<file path="src/hdl/sdtq_pkg.sv">
`timescale 1ns / 1ps
`default_nettype none
// ----------------------------------------------------------------------------
// sdtq_pkg
// Shared types and constants for the sorted deadline timer queue.
// ----------------------------------------------------------------------------
package sdtq_pkg;

	localparam int DEPTH       = 16;
	localparam int MAX_RESULTS = 16;

	localparam int DL_W   = 48;
	localparam int ID_W   = 31;
	localparam int TAG_W  = 8;
	localparam int SIZE_W = 5;
	localparam int CNT_W  = $clog2(DEPTH + 1);
	localparam int RES_W  = (MAX_RESULTS > 1) ? $clog2(MAX_RESULTS) : 1;

	typedef enum logic [1:0] {
		OP_INSERT     = 2'd0,
		OP_TICK       = 2'd1,
		OP_REMOVE_ID  = 2'd2,
		OP_REMOVE_TAG = 2'd3
	} op_t;

	typedef enum logic [2:0] {
		K_INSERTED     = 3'd0,
		K_FULL         = 3'd1,
		K_EXPIRED      = 3'd2,
		K_REMOVED      = 3'd3,
		K_NONE_EXPIRED = 3'd4,
		K_NONE_REMOVED = 3'd5
	} kind_t;

	typedef struct packed {
		logic [DL_W-1:0]  deadline;
		logic [ID_W-1:0]  timer_id;
		logic [TAG_W-1:0] instance_tag;
		logic             repeat_flag;
	} entry_t;

	localparam int ENTRY_W = $bits(entry_t);

	// what every cell does in the current cycle
	typedef enum logic [1:0] {
		CM_HOLD   = 2'd0,
		CM_INSERT = 2'd1,
		CM_POP    = 2'd2,
		CM_REMOVE = 2'd3
	} cell_mode_t;

	typedef struct packed {
		cell_mode_t mode;
		logic       key_is_id;
		entry_t     new_entry;
	} cell_ctl_t;

	typedef enum logic {
		ST_IDLE = 1'b0,
		ST_RUN  = 1'b1
	} state_t;

endpackage
`default_nettype wire

</file>
<file path="src/hdl/sdtq_cell.sv">
`timescale 1ns / 1ps
`default_nettype none
// ----------------------------------------------------------------------------
// sdtq_cell
// One queue slot: holds an entry, shifts with its neighbors on insert,
// pop and removal.
// ----------------------------------------------------------------------------
module sdtq_cell import sdtq_pkg::*; (
	input  wire logic      clk,
	input  wire cell_ctl_t ctl,
	input  wire logic      occ,
	input  wire entry_t    left_entry,
	input  wire entry_t    right_entry,
	input  wire logic      link_in,
	input  wire logic      dup_in,
	output entry_t         entry,
	output logic           link_out,
	output logic           dup_out,
	output logic           first_hit
);

	entry_t entry_q;
	logic   take;
	logic   hit;
	logic   load_new;
	logic   load_left;
	logic   load_right;

	// free slots count as later than anything, keeping take monotonic
	assign take = !occ || (ctl.new_entry.deadline < entry_q.deadline);
	assign hit  = occ && (ctl.key_is_id ?
		(ctl.new_entry.timer_id == entry_q.timer_id) :
		(ctl.new_entry.instance_tag == entry_q.instance_tag));

	always_comb begin
		link_out   = 1'b0;
		dup_out    = 1'b0;
		first_hit  = 1'b0;
		load_new   = 1'b0;
		load_left  = 1'b0;
		load_right = 1'b0;
		case (ctl.mode)
			CM_INSERT: begin
				link_out  = take;
				load_new  = take && !link_in;
				load_left = take && link_in;
			end
			CM_POP: begin
				link_out   = link_in;
				load_right = link_in;
			end
			CM_REMOVE: begin
				link_out   = link_in || hit;
				dup_out    = dup_in || (link_in && hit);
				first_hit  = hit && !link_in;
				load_right = link_in || hit;
			end
			default: begin
			end
		endcase
	end

	always_ff @(posedge clk) begin
		if (load_new) begin
			entry_q <= ctl.new_entry;
		end else if (load_left) begin
			entry_q <= left_entry;
		end else if (load_right) begin
			entry_q <= right_entry;
		end
	end

	assign entry = entry_q;

endmodule
`default_nettype wire

</file>
<file path="src/hdl/sorted_deadline_timer_queue_unit.sv">
`timescale 1ns / 1ps
`default_nettype none
// ----------------------------------------------------------------------------
// sorted_deadline_timer_queue_unit
// Timer queue kept sorted by deadline in a row of shifting cells.
// ----------------------------------------------------------------------------
// The command is registered at accept; each row step in the run state
//   then registers one result together with its strobe, and further results
//   of the same item follow one per cycle.
// Each item takes one cell-row step per result (an insert gives a single
//   result); busy drops with the last result.
// Reset: arst_n clears the entry count, the control state and the strobe;
//   entry contents stay unknown and are never read before written.
// The receiver cannot stall: every result is shown for exactly one cycle.
// ----------------------------------------------------------------------------
module sorted_deadline_timer_queue_unit import sdtq_pkg::*; (
	input  wire logic              clk,
	input  wire logic              arst_n,
	input  wire logic              start,
	output logic                   busy,
	input  wire logic [1:0]        op,
	input  wire logic [DL_W-1:0]   deadline,
	input  wire logic [DL_W-1:0]   now,
	input  wire logic [ID_W-1:0]   timer_id,
	input  wire logic [TAG_W-1:0]  instance_tag,
	input  wire logic              repeat_req,
	output logic                   result_strobe,
	output logic [2:0]             kind,
	output logic [ID_W-1:0]        out_timer_id,
	output logic [TAG_W-1:0]       out_instance_tag,
	output logic                   out_repeat,
	output logic [SIZE_W-1:0]      queue_size,
	output logic                   last
);

	// command captured at accept
	state_t          state_q, state_d;
	op_t             op_q;
	entry_t          new_q;
	logic [DL_W-1:0] now_q;
	logic [RES_W-1:0] n_q;
	logic [CNT_W-1:0] count_q;

	// step decision for the current cycle
	cell_ctl_t        ctl;
	kind_t            step_kind;
	entry_t           step_entry;
	logic [CNT_W-1:0] step_size;
	logic             step_last;
	logic             accept;
	logic             at_cap;

	// result registers
	logic             strobe_q;
	kind_t            kind_q;
	entry_t           res_q;
	logic [CNT_W-1:0] size_q;
	logic             last_q;

	// cell row
	entry_t             cell_entry [DEPTH];
	logic [DEPTH:0]     link;
	logic [DEPTH:0]     dup;
	logic [DEPTH-1:0]   first_hit;
	logic [DEPTH-1:0]   occ;
	logic [ENTRY_W-1:0] hit_bits;
	entry_t             hit_entry;
	logic               head_due;
	logic               next_due;

	assign accept = start && !busy;
	assign at_cap = (n_q == RES_W'(MAX_RESULTS - 1));

	// pop chain is seeded at the head; insert and removal chains start empty
	assign link[0] = (ctl.mode == CM_POP);
	assign dup[0]  = 1'b0;

	for (genvar i = 0; i < DEPTH; i++) begin : g_cell
		entry_t left_e;
		entry_t right_e;

		assign occ[i] = (CNT_W'(i) < count_q);
		if (i == 0) begin : g_head
			assign left_e = '0;
		end else begin : g_mid
			assign left_e = cell_entry[i-1];
		end
		if (i == DEPTH - 1) begin : g_tail
			assign right_e = '0;
		end else begin : g_body
			assign right_e = cell_entry[i+1];
		end

		sdtq_cell u_cell (
			.clk         (clk),
			.ctl         (ctl),
			.occ         (occ[i]),
			.left_entry  (left_e),
			.right_entry (right_e),
			.link_in     (link[i]),
			.dup_in      (dup[i]),
			.entry       (cell_entry[i]),
			.link_out    (link[i+1]),
			.dup_out     (dup[i+1]),
			.first_hit   (first_hit[i])
		);
	end

	// first_hit has at most one bit set, so an OR picks the removed entry
	always_comb begin
		hit_bits = '0;
		for (int i = 0; i < DEPTH; i++) begin
			hit_bits = hit_bits | ({ENTRY_W{first_hit[i]}} & cell_entry[i]);
		end
	end
	assign hit_entry = entry_t'(hit_bits);

	assign head_due = cell_entry[0].deadline < now_q;
	assign next_due = cell_entry[1].deadline < now_q;

	// row control: depends on registered state and head_due, never on the links
	always_comb begin
		ctl.mode      = CM_HOLD;
		ctl.key_is_id = (op_q == OP_REMOVE_ID);
		ctl.new_entry = new_q;
		if (state_q == ST_RUN) begin
			case (op_q)
				OP_INSERT: begin
					if (count_q < CNT_W'(DEPTH)) begin
						ctl.mode = CM_INSERT;
					end
				end
				OP_TICK: begin
					if ((count_q != '0) && head_due) begin
						ctl.mode = CM_POP;
					end
				end
				default: begin
					ctl.mode = CM_REMOVE;
				end
			endcase
		end
	end

	// one row step per cycle while running
	always_comb begin
		step_kind     = K_INSERTED;
		step_entry    = '0;
		step_size     = count_q;
		step_last     = 1'b1;
		case (op_q)
			OP_INSERT: begin
				if (count_q >= CNT_W'(DEPTH)) begin
					step_kind = K_FULL;
				end else begin
					step_kind = K_INSERTED;
					step_size = count_q + CNT_W'(1);
				end
			end
			OP_TICK: begin
				if ((count_q != '0) && head_due) begin
					step_kind  = K_EXPIRED;
					step_entry = cell_entry[0];
					step_size  = count_q - CNT_W'(1);
					step_last  = at_cap || (count_q == CNT_W'(1)) || !next_due;
				end else begin
					step_kind = K_NONE_EXPIRED;
				end
			end
			default: begin
				// removal by id or by tag; link[DEPTH] flags any match
				if (link[DEPTH]) begin
					step_kind  = K_REMOVED;
					step_entry = hit_entry;
					step_size  = count_q - CNT_W'(1);
					step_last  = at_cap || !dup[DEPTH];
				end else begin
					step_kind = K_NONE_REMOVED;
				end
			end
		endcase
		step_entry.deadline = '0;
	end

	// next state
	always_comb begin
		state_d = state_q;
		case (state_q)
			ST_IDLE: begin
				if (start) begin
					state_d = ST_RUN;
				end
			end
			ST_RUN: begin
				if (step_last) begin
					state_d = ST_IDLE;
				end
			end
			default: begin
				state_d = ST_IDLE;
			end
		endcase
	end

	// state outputs
	always_comb begin
		case (state_q)
			ST_RUN:  busy = 1'b1;
			default: busy = 1'b0;
		endcase
	end

	always_ff @(posedge clk or negedge arst_n) begin
		if (!arst_n) begin
			state_q  <= ST_IDLE;
			count_q  <= '0;
			n_q      <= '0;
			strobe_q <= 1'b0;
		end else begin
			state_q  <= state_d;
			strobe_q <= (state_q == ST_RUN);
			if (accept) begin
				n_q <= '0;
			end else if (state_q == ST_RUN) begin
				n_q     <= n_q + RES_W'(1);
				count_q <= step_size;
			end
		end
	end

	// command and result payload
	always_ff @(posedge clk) begin
		if (accept) begin
			op_q                   <= op_t'(op);
			now_q                  <= now;
			new_q.deadline         <= deadline;
			new_q.timer_id         <= timer_id;
			new_q.instance_tag     <= instance_tag;
			new_q.repeat_flag      <= repeat_req;
		end
		if (state_q == ST_RUN) begin
			kind_q <= step_kind;
			res_q  <= step_entry;
			size_q <= step_size;
			last_q <= step_last;
		end
	end

	assign result_strobe    = strobe_q;
	assign kind             = kind_q;
	assign out_timer_id     = res_q.timer_id;
	assign out_instance_tag = res_q.instance_tag;
	assign out_repeat       = res_q.repeat_flag;
	assign queue_size       = SIZE_W'(size_q);
	assign last             = last_q;

	// ------------------------------------------------------------------
	// checks
	// ------------------------------------------------------------------
	a_count_bound: assert property (@(posedge clk) disable iff (!arst_n)
		count_q <= CNT_W'(DEPTH))
		else $error("entry count above depth");

	a_run_emits: assert property (@(posedge clk) disable iff (!arst_n)
		busy |=> result_strobe)
		else $error("row step without result");

	a_last_frees: assert property (@(posedge clk) disable iff (!arst_n)
		(result_strobe && last) |-> !busy)
		else $error("still busy after final result");

	a_more_pending: assert property (@(posedge clk) disable iff (!arst_n)
		(result_strobe && !last) |-> busy)
		else $error("item ended without final result");

endmodule
`default_nettype wire
</file>
<file path="config.mk">
export PLATFORM = sky130hd
export DESIGN_NAME = sorted_deadline_timer_queue_unit
export DESIGN_NICKNAME = d
export VERILOG_FILES = /design/src/hdl/sdtq_pkg.sv /design/src/hdl/sdtq_cell.sv /design/src/hdl/sorted_deadline_timer_queue_unit.sv
export SDC_FILE = /design/constraint.sdc
export NUM_CORES = 2
export LEC_CHECK = 0
export BUFFER_PORTS_ARGS = -buffer_cell sky130_fd_sc_hd__buf_4
export CAP_MARGIN = 20
export CORE_UTILIZATION = 40
export DETAILED_ROUTE_END_ITERATION = 8
export PLACE_DENSITY_LB_ADDON = 0.2
export SLEW_MARGIN = 20
export SYNTH_ARGS = -nofsm -noshare
export SYNTH_HDL_FRONTEND = slang
export SYNTH_HIERARCHICAL = 1
export SYNTH_SLANG_ARGS = --single-unit
</file>
<file path="constraint.sdc">
create_clock -name clk -period 24.7 [get_ports clk]
set_input_delay 2.47 -clock clk [delete_from_list [all_inputs] [get_ports clk]]
set_output_delay 2.47 -clock clk [all_outputs]
set_load 0.01 [all_outputs]
</file>
# After elaboration in Yosys (flattened, before gate mapping)
# Cells that the tools add are included.
# word_totals
ff_bits,1606
inputBits,141
output_inout_bits,51
elab_cells,562
# classes
n_addsub,3
order_cmp,36
n_eq_ne,39
muxes,184
n_bitwise,33
reduce_logical,187
# op_table
operator,n
two-way mux 88 bit,48
< comparator 48 bit,18
AND 40 bit,16
bitwise OR 40 bit,15
equality test 31 bit,16
equality test 8 bit,16
two-way mux 1 bit,87
logical AND 1 bit,82
two-way mux 40 bit,2
case mux 40 bit (2 select lines),1
logical OR 1 bit,50
case mux 1 bit (3 select lines),16
nonzero test 3 bit,16
< comparator 4 x 5 -> 1 bit (first input constant),8
case mux 1 bit (2 select lines),18
logical NOT 1 bit,35
< comparator 3 x 5 -> 1 bit (first input constant),4
two-way mux 5 bit,3
< comparator 1 x 5 -> 1 bit (first input constant),2
< comparator 2 x 5 -> 1 bit (first input constant),2
case mux 5 bit (2 select lines),1
two-way mux 4 bit,2
equality test 2 bit (second input constant),3
two-way mux 3 bit,2
other kinds (16),19

# Logic depth before layout (Yosys ltp)
# logic_depth
ltp_word,45
depth_mapped,81

# Cells and area by module
# Netlist, hierarchy kept.
# by_module_without_submodules
mod,instances,cells_per_inst,area_each_um2
sdtq_cell,16,515,6371.1
sorted_deadline_timer_queue_unit,1,1105,12698.4

# Worst setup path before layout
# Ideal clock, no wire load.
# synth_timing
kind,reg2reg
start,reg state_q
end,"reg g_cell[15].u_cell.entry_q, in the netlist g_cell[15].u_cell/entry[0] (enable)"
setup_time_ns,0.462
arrival_time_ns,18.075
setup_slack_ns,6.162
stages_incl_launch_ff,68
n_path_buf,33
cell_sequence,dfrtp_1 > buf_2 > clkbuf_1 > o21a_1 > nor2b_1 > o221ai_2 > buf_2 > nand3_1 > clkbuf_1 > clkbuf_1 > nand2_1 > nand3_1 > clkbuf_1 > clkbuf_1 > nand2_1 > nand3_1 > clkbuf_1 > clkbuf_1 > [... 32 more ...] > nand2_1 > nand3_1 > clkbuf_1 > clkbuf_1 > nand2_1 > nand3_1 > clkbuf_1 > clkbuf_1 > nand2_1 > nand3_1 > clkbuf_1 > clkbuf_1 > nand2_1 > nand3_1 > clkbuf_1 > clkbuf_1 > nand2_1 > nand3_1
# synth_lines
item,line,source
"start, declared",sorted_deadline_timer_queue_unit.sv:37,"state_t state_q, state_d;"
"start signal, assigned",sorted_deadline_timer_queue_unit.sv:220,state_q <= state_d;
"end signal, assigned",sdtq_cell.sv:65,entry_q <= ctl.new_entry;
"end signal, assigned",sdtq_cell.sv:67,entry_q <= left_entry;
"end signal, assigned",sdtq_cell.sv:69,entry_q <= right_entry;
"end, declared",sdtq_cell.sv:22,entry_t entry_q;

==> impl_metrics.yaml <==
route:
  avgRoutedWirePerCell_um: 31.2
  vias: 83400
  drt-total-wl_um: 426000
  drt_iter0_markers: 8138
  drt_pre_antenna_iters: 8
  drcViolationCount: 2
  ant_nets: 0
  viasPerCell: 6.10
timing:
  min_period_ns: 16.65
  skew_ns: 0.0816
  setup_viol: 0
  max_freq_mhz: 60.1
  fin_setup_tns_ns: 0
  relSlewSlack_pct: 9.59
  final_hold_viol_count: 0
  layout_worst_path_cycle_share_pct: 67.4
  setup_slack_ns: 8.05
  slew_violations: 0
  worst_pin_slew_ns: 1.34
  rsz0062_at_grt: "no"
global_route:
  use_met3_pct: 7.19
  grt_pass1_vias: 84300
  top_usage_layer: "met2"
  grt_pass1_wl_um: 609000
  use_met2_pct: 45.6
  grt_antenna_before_repair: 17
  grt_use_total_pct: 28.9
  grt_overflow_total: 0
  grt_start_max_net_pins: 107
  grt_use_met1_pct: 37.6
worst_setup_path:
  reg2regPathDepth: 44
  r2r_slack_ns: 8.05
  max_stage_delay_ns: 0.84
  cp-startpoint: "g_cell[0].u_cell/entry[42]"
  arrival_ns: 17.30
  crit-reg2reg-launch: "g_cell[0].u_cell/entry[42]"
  crit_fanout: 56
  critical-path-top-delay-family: "simple AND/OR/NAND/NOR gates"
  path_buf_inv: 3
  critPathRequiredTime_ns: 25.35
  end_kind: "flop"
  crit_slowest_cell: "nand3_4"
  reg2reg_to: "out_timer_id[24]"
  path_class: "reg2reg"
  start_kind: "flop"
synth:
  synth.avg_cell_area_um2: 12.3
  synth_seq_cells: 1606
  ys.warnings.count: 6
  postSynthCellCount: 9345
  synth_edf_count: 1595
  synthesis.area_um2: 115000
  ys_types: 66
  async_reset_ff_share_pct: 0.685
  ys_seq_area_share_pct: 42.0
  synth-main-ff-cell: "edfxtp_1"
place:
  gp_congestion: 0.946
  hpwl_um: 283000
  place_ws_ns: 8.41
  dp_cells: 13300
  portBuffers: 191
layout:
  fin_nets: 10700
  drive_above_1_share_pct: 17.3
  filler_cell_count: 26100
  post-route-util_pct: 45.2
  syn_to_final_growth_pct: 12.4
  fin_cells: 13700
floorplanning:
  num_rows: 196
  dieArea_um2: 289000
  fp.coreArea_um2: 285000
  fp.dieH_um: 537
  die_x_um: 537
  ios: 192
  start_util_pct: 40.2
clock_tree:
  root_buffer: "clkbuf_16"
  cts.repair.resized: 0
  clock_path_buffers: 4
  clk_latency_ns: 0.95
  cts_buffers: 205
  htree_levels: 4
  post_cts_buffers: 0
  path_clk_slew_ns: 0.06
  cts_hold_buf: 0
  cts_sinks: 1606
  cts_tree: "yes"
outcome:
  outcome: "finished with violations"
  violations: "DRC"
power_and_ir_drop:
  clkPwrFrac_pct: 17.5
  pwr-share-comb_pct: 46.9
  total_power_mw: 17.3
  internal_power_mw: 9.87
  leakagePower_nw: 48.7
  p_switching_mw: 7.41
  pwr-share-seq_pct: 35.6
  netSwitchingFraction_pct: 42.9
  p_per_area_nw_per_um2: 134
  ir_drop_v: 0.000171
worst_hold_path:
  holdCritPathClass: "reg2reg"
  holdPathEnd: "n_q[3]"
  hold_start: "n_q[3]"
  hold_path_depth: 1
flow_run:
  drv_cap: 0
## metal layers
layer	wire length [µm]	part of all wire (%)
met2	190000	45
met1	177000	42
met4	20100	4.7
met3	38400	9.0
met5	149	0.035
## metrics by stage
step | hold WS, ns | area (µm²)
floorplan | 0.474 | 115000
global placement | 0.494 | 122000
detailed placement | 0.521 | 122000
CTS | 0.528 | 129000
global route | 0.548 | 129000
finish | 0.530 | 129000
## cell families after synthesis
logic type / after synthesis / synth area share (%)
multiplexers: 2821 / 27.7
AO/OA/AOI/OAI: 1121 / 7.09
adder cells (fa/ha/maj): 851 / 9.29
XOR/XNOR: 630 / 4.81
flip-flops: 1606 / 42.0
buffers and inverters: 1212 / 4.16
other: 1 / 0.00327
AND/OR/NAND/NOR: 1103 / 4.92
## layout make-up
type / instances / area (µm²) / share of cell area (%)
diodes: 5 / 12.5 / 0.00971
clock buffers: 247 / 5370 / 4.17
clock inverters: 119 / 1120 / 0.867
inverters: 822 / 3090 / 2.40
multi-input cells: 6703 / 63100 / 49.0
flip-flops and latches: 1606 / 48200 / 37.4
well taps: 3762 / 4710 / 3.65
repair buffers: 403 / 3200 / 2.48
## synth_stat cells, drive strengths merged (36+ instances only)
library cell / n / share of area [%]
nor2: 165 / 0.56
xnor2: 612 / 4.7
a2111oi: 52 / 0.49
a221oi: 176 / 1.3
a21o: 70 / 0.46
nor3: 88 / 0.38
nand3: 144 / 0.63
o21ai: 163 / 0.72
a211oi: 36 / 0.24
nor2b: 38 / 0.21
a22o: 203 / 1.6
mux2: 2818 / 28
clkbuf: 231 / 0.76
nand4: 317 / 1.7
buf: 159 / 0.71
inv: 822 / 2.7
ha: 851 / 9.3
edfxtp: 1595 / 42
a21oi: 311 / 1.4
nand2: 262 / 0.86
## layout by cell type, fill, tap and decap left out, types with 36 or more instances in the layout
master,instances
mux2_1,1904
edfxtp_1,1595
mux2_2,913
ha_1,851
inv_1,822
xnor2_1,612
buf_4,387
nand4_1,317
a21oi_1,309
nand2_1,261
clkbuf_16,206
a22o_1,202
conb_1,177
a221oi_1,176
nor2_1,146
o21ai_0,122
nand3_1,113
nor3_1,88
a21o_1,70
clkinv_1,47
o21ai_1,39
clkinv_2,39
nor2b_1,37
a211oi_1,36
## registers in the layout (all words and copies together), names as in the netlist, 2 cells and up
register,cells
out_timer_id,31
count_q,5
now_q,48
n_q,4
op_q,2
g_cell.u_cell/entry,1408
out_instance_tag,8
ctl,88
queue_size,5
kind,3
## power by group through the flow
stage / clock [mW] / combinational (mW) / sequential (mW)
2_1_floorplan: 0 / 5.19 / 5.78
3_3_place_gp: 0 / 7.73 / 6.15
3_5_place_dp: 0 / 7.96 / 6.17
4_1_cts: 3.08 / 7.99 / 6.12
5_1_grt: 3.17 / 8.62 / 6.26
6_report: 3.02 / 8.10 / 6.16
## worst max path at each step
stage | depth (start not counted) | slack, ns | endpoint
2_1_floorplan | 67 | 6.16 | g_cell[15].u_cell/entry[0]
3_3_place_gp | 42 | 8.75 | g_cell[15].u_cell/entry[23]
3_5_place_dp | 42 | 8.41 | g_cell[15].u_cell/entry[23]
4_1_cts | 42 | 8.38 | g_cell[15].u_cell/entry[34]
5_1_grt | 42 | 7.61 | g_cell[15].u_cell/entry[53]
6_report | 44 | 8.05 | out_timer_id[24]
Note: power is estimated with default switching activity, not from simulation.
